--- src/hw/rtl/tkst_pkg.sv ---
// ----------------------------------------------------------------------------
// Top-K score tracker package
// Field widths, command codes, cell types and the ranking compare.
// ----------------------------------------------------------------------------
package tkst_pkg;

  localparam int SCORE_W = 31;
  localparam int KEY_W   = 24;
  localparam int RANK_W  = 4;

  localparam logic CMD_INSERT = 1'b0;
  localparam logic CMD_DUMP   = 1'b1;

  typedef struct packed {
    logic               valid;
    logic [SCORE_W-1:0] score;
    logic [KEY_W-1:0]   key;
  } tkst_entry_t;

  // per-cycle command to every cell of the row
  typedef struct packed {
    logic ins;  // insert the offered pair
    logic rot;  // rotate the row one place toward cell 0
  } tkst_ctrl_t;

  // true when pair a ranks strictly ahead of pair b
  function automatic logic ranks_better(input logic [SCORE_W-1:0] score_a,
                                        input logic [KEY_W-1:0]   key_a,
                                        input logic [SCORE_W-1:0] score_b,
                                        input logic [KEY_W-1:0]   key_b);
    return (score_a > score_b) || ((score_a == score_b) && (key_a < key_b));
  endfunction

endpackage

--- src/hw/rtl/tkst_cell.sv ---
// ----------------------------------------------------------------------------
// Top-K score tracker cell
// Holds one ranked entry; takes the offered pair, its upper neighbor's entry
// on a shift, or its lower neighbor's entry on a rotate.
// ----------------------------------------------------------------------------
module tkst_cell (
  input  logic                         clk,
  input  logic                         rst_n,
  input  tkst_pkg::tkst_ctrl_t         ctrl,
  input  logic [tkst_pkg::SCORE_W-1:0] new_score,
  input  logic [tkst_pkg::KEY_W-1:0]   new_key,
  input  tkst_pkg::tkst_entry_t        prev_entry,
  input  logic                         prev_beaten,
  input  tkst_pkg::tkst_entry_t        next_entry,
  output tkst_pkg::tkst_entry_t        entry,
  output logic                         beaten
);

  tkst_pkg::tkst_entry_t entry_r;
  tkst_pkg::tkst_entry_t entry_nxt;

  // an empty cell is always beaten
  assign beaten = !entry_r.valid ||
                  tkst_pkg::ranks_better(new_score, new_key, entry_r.score, entry_r.key);

  always_comb begin
    entry_nxt = entry_r;
    if (ctrl.rot) begin
      entry_nxt = next_entry;
    end else if (ctrl.ins && beaten) begin
      if (prev_beaten) begin
        entry_nxt = prev_entry;
      end else begin
        entry_nxt.valid = 1'b1;
        entry_nxt.score = new_score;
        entry_nxt.key   = new_key;
      end
    end
  end

  // only the valid bit is reset; score and key follow it
  always_ff @(posedge clk) begin
    entry_r.score <= entry_nxt.score;
    entry_r.key   <= entry_nxt.key;
    if (!rst_n) begin
      entry_r.valid <= 1'b0;
    end else begin
      entry_r.valid <= entry_nxt.valid;
    end
  end

  assign entry = entry_r;

endmodule

--- src/hw/rtl/tkst_chain.sv ---
// ----------------------------------------------------------------------------
// Top-K score tracker cell row
// K cells in rank order, plus the rank encoder for the insert result.
// ----------------------------------------------------------------------------
module tkst_chain #(
  parameter int K_ENTRIES = 10
) (
  input  logic                         clk,
  input  logic                         rst_n,
  input  tkst_pkg::tkst_ctrl_t         ctrl,
  input  logic [tkst_pkg::SCORE_W-1:0] new_score,
  input  logic [tkst_pkg::KEY_W-1:0]   new_key,
  output tkst_pkg::tkst_entry_t        head_entry,
  output logic                         accepted,
  output logic [tkst_pkg::RANK_W-1:0]  rank
);

  tkst_pkg::tkst_entry_t             entries [K_ENTRIES];
  logic [K_ENTRIES-1:0]              beaten;
  logic [K_ENTRIES-1:0]              take;
  logic [tkst_pkg::RANK_W-1:0]       rank_part [K_ENTRIES];

  genvar gi;
  generate
    for (gi = 0; gi < K_ENTRIES; gi++) begin : g_cell
      tkst_pkg::tkst_entry_t prev_e;
      tkst_pkg::tkst_entry_t next_e;
      logic                  prev_b;

      if (gi == 0) begin : g_head
        assign prev_e = '0;
        assign prev_b = 1'b0;
      end else begin : g_body
        assign prev_e = entries[gi-1];
        assign prev_b = beaten[gi-1];
      end

      // the tail wraps to the head so a full rotate restores the row
      assign next_e = entries[(gi + 1) % K_ENTRIES];

      tkst_cell u_cell (
        .clk         (clk),
        .rst_n       (rst_n),
        .ctrl        (ctrl),
        .new_score   (new_score),
        .new_key     (new_key),
        .prev_entry  (prev_e),
        .prev_beaten (prev_b),
        .next_entry  (next_e),
        .entry       (entries[gi]),
        .beaten      (beaten[gi])
      );

      // beaten cells form a suffix, so at most one cell takes a new pair
      assign take[gi]      = beaten[gi] && !prev_b;
      assign rank_part[gi] = take[gi] ? tkst_pkg::RANK_W'(gi) : '0;
    end
  endgenerate

  always_comb begin
    rank = '0;
    for (int i = 0; i < K_ENTRIES; i++) begin
      rank = rank | rank_part[i];
    end
  end

  assign accepted   = |take;
  assign head_entry = entries[0];

endmodule

--- src/hw/rtl/top_k_score_tracker_top.sv ---
// ----------------------------------------------------------------------------
// Top-K score tracker
// Keeps the best K score/key pairs in a row of compare-and-shift cells and
// reports insert results and full-list dumps on a result stream.
// ----------------------------------------------------------------------------
//
//   channel | dir | tdata                                  | tuser / tlast
//   --------+-----+----------------------------------------+----------------------
//   in_     | in  | new_score[30:0] new_key[54:31] 0[55]   | tuser: command
//   out_    | out | rank[3:0] entry_score[34:4]            | tuser: accepted[0],
//           |     | entry_key[58:35] 0[63:59]              | entry_valid[1]; tlast
//
// On an insert request every cell compares the offered pair against its
// own entry at once and the row shifts in the same edge, so inserts
// stream at one per cycle while the result register drains.
// A dump request is accepted, then the row rotates toward cell 0 and
// loads its K_ENTRIES results one per cycle; no new request is taken
// until the last dump result is loaded. Output stalls hold the row.
// Reset empties the list at once (valid bits only); it needs no clear pass.
// ----------------------------------------------------------------------------
module top_k_score_tracker_top #(
  parameter int K_ENTRIES = 10
) (
  input  logic        clk,
  input  logic        rst_n,
  input  logic        in_tvalid,
  output logic        in_tready,
  input  logic [55:0] in_tdata,   // new_score[30:0], new_key[54:31], zero pad
  input  logic [0:0]  in_tuser,   // command
  output logic        out_tvalid,
  input  logic        out_tready,
  output logic [63:0] out_tdata,  // rank[3:0], entry_score[34:4], entry_key[58:35]
  output logic [1:0]  out_tuser,  // accepted[0], entry_valid[1]
  output logic        out_tlast
);

  localparam int CNT_W = (K_ENTRIES > 1) ? $clog2(K_ENTRIES) : 1;
  localparam logic [CNT_W-1:0] CNT_LAST = CNT_W'(K_ENTRIES - 1);

  // unpack the request
  logic [tkst_pkg::SCORE_W-1:0] new_score;
  logic [tkst_pkg::KEY_W-1:0]   new_key;
  logic                         command;

  assign new_score = in_tdata[tkst_pkg::SCORE_W-1:0];
  assign new_key   = in_tdata[tkst_pkg::SCORE_W +: tkst_pkg::KEY_W];
  assign command   = in_tuser[0];

  // dump sequencer
  logic             dump_act_r, dump_act_nxt;
  logic [CNT_W-1:0] dump_cnt_r, dump_cnt_nxt;

  // result register
  logic                         out_valid_r, out_valid_nxt;
  logic                         out_acc_r, out_acc_nxt;
  logic [tkst_pkg::RANK_W-1:0]  out_rank_r, out_rank_nxt;
  logic                         out_ev_r, out_ev_nxt;
  logic [tkst_pkg::SCORE_W-1:0] out_score_r, out_score_nxt;
  logic [tkst_pkg::KEY_W-1:0]   out_key_r, out_key_nxt;
  logic                         out_last_r, out_last_nxt;

  logic                         out_free;
  logic                         in_fire;
  logic                         ins_fire;
  logic                         dump_fire;
  logic                         dump_step;
  logic                         dump_end;
  tkst_pkg::tkst_ctrl_t         ctrl;
  tkst_pkg::tkst_entry_t        head_entry;
  logic                         chain_acc;
  logic [tkst_pkg::RANK_W-1:0]  chain_rank;
  logic [CNT_W+tkst_pkg::RANK_W-1:0] cnt_ext;

  // the result slot can take a new value when empty or being drained
  assign out_free  = !out_valid_r || out_tready;
  assign in_tready = !dump_act_r && out_free;
  assign in_fire   = in_tvalid && in_tready;
  assign ins_fire  = in_fire && (command == tkst_pkg::CMD_INSERT);
  assign dump_fire = in_fire && (command == tkst_pkg::CMD_DUMP);
  assign dump_step = dump_act_r && out_free;
  assign dump_end  = dump_step && (dump_cnt_r == CNT_LAST);

  assign ctrl.ins = ins_fire;
  assign ctrl.rot = dump_step;

  tkst_chain #(
    .K_ENTRIES (K_ENTRIES)
  ) u_chain (
    .clk        (clk),
    .rst_n      (rst_n),
    .ctrl       (ctrl),
    .new_score  (new_score),
    .new_key    (new_key),
    .head_entry (head_entry),
    .accepted   (chain_acc),
    .rank       (chain_rank)
  );

  // dump position, masked to the rank field width
  assign cnt_ext = {{tkst_pkg::RANK_W{1'b0}}, dump_cnt_r};

  always_comb begin
    dump_act_nxt = dump_act_r;
    dump_cnt_nxt = dump_cnt_r;
    if (dump_fire) begin
      dump_act_nxt = 1'b1;
      dump_cnt_nxt = '0;
    end else if (dump_step) begin
      dump_cnt_nxt = dump_cnt_r + 1'b1;
      if (dump_end) begin
        dump_act_nxt = 1'b0;
      end
    end
  end

  always_comb begin
    out_valid_nxt = out_valid_r;
    out_acc_nxt   = out_acc_r;
    out_rank_nxt  = out_rank_r;
    out_ev_nxt    = out_ev_r;
    out_score_nxt = out_score_r;
    out_key_nxt   = out_key_r;
    out_last_nxt  = out_last_r;
    if (out_tready) begin
      out_valid_nxt = 1'b0;
    end
    if (ins_fire) begin
      // a dropped pair reports rank zero
      out_valid_nxt = 1'b1;
      out_acc_nxt   = chain_acc;
      out_rank_nxt  = chain_rank;
      out_ev_nxt    = 1'b0;
      out_score_nxt = '0;
      out_key_nxt   = '0;
      out_last_nxt  = 1'b1;
    end else if (dump_step) begin
      // empty positions read as zero
      out_valid_nxt = 1'b1;
      out_acc_nxt   = 1'b0;
      out_rank_nxt  = cnt_ext[tkst_pkg::RANK_W-1:0];
      out_ev_nxt    = head_entry.valid;
      out_score_nxt = head_entry.valid ? head_entry.score : '0;
      out_key_nxt   = head_entry.valid ? head_entry.key : '0;
      out_last_nxt  = dump_end;
    end
  end

  always_ff @(posedge clk) begin
    if (!rst_n) begin
      dump_act_r  <= 1'b0;
      dump_cnt_r  <= '0;
      out_valid_r <= 1'b0;
    end else begin
      dump_act_r  <= dump_act_nxt;
      dump_cnt_r  <= dump_cnt_nxt;
      out_valid_r <= out_valid_nxt;
    end
  end

  always_ff @(posedge clk) begin
    out_acc_r   <= out_acc_nxt;
    out_rank_r  <= out_rank_nxt;
    out_ev_r    <= out_ev_nxt;
    out_score_r <= out_score_nxt;
    out_key_r   <= out_key_nxt;
    out_last_r  <= out_last_nxt;
  end

  assign out_tvalid = out_valid_r;
  assign out_tdata  = {5'b0, out_key_r, out_score_r, out_rank_r};
  assign out_tuser  = {out_ev_r, out_acc_r};
  assign out_tlast  = out_last_r;

endmodule

--- config.mk ---
export PLATFORM = sky130hd
export DESIGN_NAME = top_k_score_tracker_top
export DESIGN_NICKNAME = d
export VERILOG_FILES = /design/src/hw/rtl/tkst_pkg.sv /design/src/hw/rtl/tkst_cell.sv /design/src/hw/rtl/tkst_chain.sv /design/src/hw/rtl/top_k_score_tracker_top.sv
export SDC_FILE = /design/constraint.sdc
export NUM_CORES = 2
export LEC_CHECK = 0
export ABC_AREA = 1
export BUFFER_PORTS_ARGS = -buffer_cell sky130_fd_sc_hd__buf_2
export CORE_UTILIZATION = 58
export DETAILED_ROUTE_END_ITERATION = 8
export GPL_ROUTABILITY_DRIVEN = 0
export HOLD_SLACK_MARGIN = 0.12
export PLACE_DENSITY = 0.78
export SYNTH_ARGS = -nofsm -noshare
export SYNTH_HDL_FRONTEND = slang
export SYNTH_SLANG_ARGS = --single-unit
--- constraint.sdc ---
create_clock -name clk -period 5.7 [get_ports clk]
set_clock_uncertainty 0.05 [all_clocks]
set_input_delay 0 -clock clk [delete_from_list [all_inputs] [get_ports clk]]
set_output_delay 0 -clock clk [all_outputs]
set_load 0.005 [all_outputs]
Word-level counts from Yosys, hierarchy flattened
Cells that the tools add are included.
Widths: inputs -> output; s select.
{ "classes": {"add_sub_neg": 1, "magnitude_cmp": 20, "n_eq_ne": 11, "muxes": 50, "bitwise": 10, "reduce_logical": 94} }
{ "ops": {"columns": ["operator", "n"], "rows": [
  ["$mux 56", 29],
  ["$eq 31x31->1", 10],
  ["$gt 31x31->1", 10],
  ["$lt 24x24->1", 10],
  ["$logic_and 1x1->1", 35],
  ["$or 4x4->4", 8],
  ["$mux 31", 1],
  ["$reduce_bool 2->1", 13],
  ["$mux 24", 1],
  ["$logic_not 1->1", 21],
  ["$logic_or 1x1->1", 21],
  ["$mux 4", 4],
  ["$mux 3", 4],
  ["$reduce_or 10->1", 1],
  ["$mux 1", 9],
  ["$add 4x1->4 const B", 1],
  ["$eq 4x4->1 const B", 1],
  ["$mux 2", 2],
  ["$reduce_bool 3->1", 1],
  ["$not 1->1", 2],
  ["$reduce_and 2->1", 1],
  ["$reduce_or 2->1", 1]
]} }
{ "word_totals": {"regBits": 628, "output_inout_bits": 69} }

Depth between registers and ports, before layout
{ "depth": {"depth_word": 16, "ltp_mapped": 19} }

By module
From an unflattened synthesis, not the netlist that was laid out.
{ "hier_totals": {"hier_cells": 6247, "area_unflattened_um2": 46856.2} }
{ "modules_own_cells": {"columns": ["mod", "n_inst", "cells_each", "area_per_inst_um2"], "rows": [
  ["tkst_cell at u_chain.g_cell[0].u_cell ...", 9, 578, 4375.4],
  ["tkst_cell at u_chain.g_cell[3].u_cell", 1, 584, 4383.0],
  ["top_k_score_tracker_top", 1, 432, 2976.6],
  ["tkst_chain", 1, 29, 117.6]
]} }

Worst setup path after synthesis
Ideal clock, no wire load.
{ "synth_path": {"path_type": "input -> register", "start": "in in_tdata[0]", "end": "reg u_chain.g_cell[5].u_cell.entry_r (netlist bit u_chain.g_cell[5].u_cell.entry[55])", "t_arrival_ns": 6.010, "required_ns": 5.592, "slack_ns": -0.418, "stages": 18, "path_buffers": 1, "path_cell_list": "clkbuf_1 inv_1 ha_1 nand2_1 inv_1 nand2_1 nor2_1 nand2_1 nor2_1 nand2_1 nor2_1 nand2_1 nand2_1 nor2_1 o21ai_0 or2_2 nand3_1 inv_1"} }
{ "synth_via": {"elab_chain_cells": 7, "word_cells_on_any_way": 15, "classes_between": "order compare: 2; eq/ne: 2; mux: 3; reduce/logical: 8"} }
{ "synth_lines": {"columns": ["item", "line_no", "rtl"], "rows": [
  ["start: declaration", "top_k_score_tracker_top.sv:28", "input logic [55:0] in_tdata,"],
  ["parallel branches: the longest is 7 deep, another holds $gt 31x31->1", null, null],
  ["end: declaration", "tkst_cell.sv:19", "tkst_pkg::tkst_entry_t entry_r;"]
]} }
Several ways; the timed one is not identified. The select of a mux whose other input is x is not followed.
A chain may end at the register's enable or synchronous reset.

Worst setup path after layout
{ "layout_path": {"start": "in in_tdata[0]", "end": "reg u_chain.g_cell[7].u_cell.entry_r (netlist bit u_chain.g_cell[7].u_cell.entry[55])"} }
{ "layout_via": {"elab_chain_cells": 7, "word_cells_on_any_way": 15, "classes_between": "order compare: 2; eq/ne: 2; mux: 3; reduce/logical: 8"} }
{ "layout_lines": {"columns": ["item", "line_no"], "rows": [
  ["parallel branches: the longest is 7 deep, another holds $gt 31x31->1", null],
  ["end: declaration", "tkst_cell.sv:19"]
]} }
Several ways; the timed one is not identified. The select of a mux whose other input is x is not followed.

==> metrics.md <==
| Metric | Value |
|---|---|
| Fmax | `approximately 230 MHz` |
| Top cell type's share of synthesized area | `0.3777` |
| Setup slack, reg-to-reg | `~1.4 ns` |
| Nets | `5,999` |
| Synthesized cell area | `around 44,000 um^2` |
| Ys flop type | `edfxtp_1` |
| First-pass GRT wire length | `between 200 and 250 mm` |
| Cell Area, Placed | `between 40,000 and 50,000 um^2` |
| Max cap viols | `0` |
| Postcts setup bufs | `0` |
| Gr ovfl total | `0` |
| Status | `finished clean` |
| Slew Limit Fails | `0` |
| H-tree depth | `3` |
| Reg clk slew, reported paths | `0.06 ns` |
| Overall power | `0.01520 W` |
| Final min period | `about 4.3 ns` |
| Core area | `roughly 75,000 um^2` |
| Sequential cell area fraction in the yosys report | `0.4108` |
| Cell Pwr Density | `approximately 320 nW/um^2` |
| # IOs | `130` |
| # rows | `100` |
| Fillers | `approximately 6,200` |
| Setup violators final | `0` |
| Fin area | `just under 50,000 um^2` |
| Leakage power | `21.78 nW` |
| ANT nets after route | `0` |
| Area delta synth->final | `9.068%` |
| Initial antenna violation count | `4` |
| Period utilisation layout | `0.7482` |
| Setup tns final | `0 ns` |
| Clock sinks | `628` |
| Largest net degree at the start of global routing | `around 240` |
| Arrival @ worst endpoint | `about 4.8 ns` |
| Routed WL | `136.5 mm` |
| Die ar. | `77,190 um^2` |
| Max VDD drop | `237.9 uV` |
| Cell taking the most area after synthesis | `edfxtp_1` |
| Crit Path Class | `input port to flop` |
| Gr usage total | `0.3462` |
| Max Buffers Root-to-Sink | `3` |
| Drt via density | `6.180` |
| CP required | `6.23 ns` |
| Total number of vias | `slightly below 40,000` |
| Number of CTS-inserted buffers | `between 70 and 80` |
| Ranking of synthesized cells by area | `edfxtp_1 (38%), ha_1 (15%), o21ai_0 (10%)` |
| Avg Inst Size Synth | `just over 8 um^2` |
| Unique cell type count in the Yosys netlist | `between 40 and 50` |
| Routed length per placed instance | `between 20 and 25 um` |
| First-pass detailed-route iteration total | `9` |
| Via count of the first global-routing pass | `~37,000` |
| Die Wd | `277.8 um` |
| Clock Latency Late Sink | `0.63 ns` |
| Async set-reset flop share out of synthesis | `0` |
| Top fanout value on the critical path | `66` |
| Ys Warns | `0` |
| Worst Max-Slew Pin Slew | `between 1 and 1.5 ns` |
| Final hold slack | `approximately 0.31 ns` |
| Synth Instances | `between 5,000 and 6,000` |
| Setup crit start kind | `input port` |
| Hold crit path type | `input port to flop` |
| EDFF count, synth | `555` |
| CTS resizes | `0` |
| Die H | `277.8 um` |
| Final hold violation count | `0` |
| Worst setup EP type | `flop` |
| Synthesized flop and latch total | `roughly 630` |
| CTS tree | `built` |
| Max-slew headroom | `0.2034` |
| Share of post-route cells with drive strength above 1 | `0.05961` |
| Initial Utilization | `0.5897` |
| Root Driver | `clkbuf_16` |
| # port buffers | `around 120` |
| DR iter-0 viols | `5,114` |
| DR DRC count | `0` |
| DP HPWL | `between 90 and 100 mm` |
| RSZ-0062 raised after global routing | `no` |
## cell usage in the layout (no fill, tap or decap), types with 55 or more instances in the layout
master           n
nor3_1          83
o21ai_1        148
nand3_1         70
dlygate4sd3_1   61
o22ai_1         55
o21ai_0        916
edfxtp_1       555
a21oi_1        615
inv_1          793
buf_2          123
dfxtp_1         73
nand2_1        820
ha_1           542
clkbuf_16       75
nor2_1         213
## area by class of cell
type                            instances  area [um^2]  share of cell area
Antenna cell                            2        5.005           0.0001040
Clock buffer                          104         2056             0.04271
Clock inverter                         28        216.5            0.004498
Inverter                              800         3013             0.06260
Multi-Input combinational cell       3672        21880              0.4545
Sequential cell                       628        18130              0.3767
Tap cell                              969         1212             0.02519
Timing Repair Buffer                  220         1622             0.03369
## worst max-delay path, cell delays in order
cell and delay (ns):
dlygate4sd3_1 0.57, buf_2 0.26, inv_1 0.25, ha_1 0.35, nand4_1 0.11, nor2_1 0.41, nand4_1 0.41, nand2_1 0.25
nand3_4 0.66, nand2_1 0.35, nand2_4 0.62, o21ai_0 0.41, nand2_1 0.08, inv_1 0.05
## flip-flops by register name, summed over array words and instances (netlist names)
name                         cells
dump_act_r                       1
out_score_r                     31
out_tvalid                       1
out_key_r                       24
out_ev_r                         1
out_rank_r                       4
u_chain.g_cell.u_cell.entry    560
out_acc_r                        1
dump_cnt_r                       4
out_tlast                        1
## cells in the mapped netlist, types with 2 or more instances
library cell and instances:
nand3b_1 6, inv_1 794, a22oi_1 30, buf_1 20
clkbuf_1 208, inv_2 6, buf_2 68, a21oi_1 615
edfxtp_1 555, o22ai_1 55, nor2_1 214, buf_6 5
o21bai_1 4, nor3_1 83, dfxtp_1 73, nor4_1 3
or2_2 2, a21oi_2 31, nand2_1 825, ha_1 542
and2_1 2, o211ai_1 6, nor2_2 2, nand3_1 77
a211oi_1 2, o21ai_0 923, a21o_1 22, nor3b_1 5
buf_4 14, nand4_1 42, o21a_1 19, o21ai_1 148
## power by group
part           internal [W]  total, W  leakage, nW  switching (W)
sequential          0.00588   0.00607         5.86       0.000191
clock               0.00265   0.00463         1.12        0.00199
combinational       0.00141   0.00449         14.8        0.00308
## per-stage QoR
step | setup WS, ns | std cells | utilization
after floorplan | 1.124 | 5415 | -
after global placement | 1.633 | 6228 | 0.6046
after detailed placement | 1.597 | 6228 | 0.6046
after CTS | 1.621 | 6421 | 0.6432
after global routing | 1.281 | 6422 | 0.6432
final | 1.435 | 6423 | 0.6432
## path summary, 6_finish.rpt
kind                                                      from                                         endpoint  cells after the start
hold reg to reg                   out_score_r[13]$_SDFFE_PP0P_                     out_score_r[13]$_SDFFE_PP0P_                      2
setup reg to reg  u_chain.g_cell[7].u_cell.entry[31]$_DFFE_PP_  u_chain.g_cell[7].u_cell.entry[55]$_SDFFE_PN0P_                     12
setup / recovery                                   in_tdata[0]  u_chain.g_cell[7].u_cell.entry[55]$_SDFFE_PN0P_                     14
hold / removal                                           rst_n  u_chain.g_cell[7].u_cell.entry[55]$_SDFFE_PN0P_                      4
## routing by layer
layer | vias up | routed length [um] | global-route usage
met4 | 0 | 7625 | 0.1853
met3 | 395 | 14490 | 0.05702
met5 | - | 0 | 0
met1 | 18360 | 52470 | 0.4523
li1 | 18614 | - | -
met2 | 2328 | 61900 | 0.5510
## logic make-up after synthesis
kind of cell,share of synthesized area
fa+ha+maj,0.1537
other cells,0.00008498
simple gates,0.1163
compound gates,0.2201
xor+xnor,0.0001985
flops,0.4108
buf+inv,0.09882
## what timing repair did
item | 4_1_cts | 5_1_grt
setup endpoints to repair | 0 | 0
hold endpoints to repair | 570 | 0
hold buffers | 61 | 0
Power figures use the tool's default switching activity.
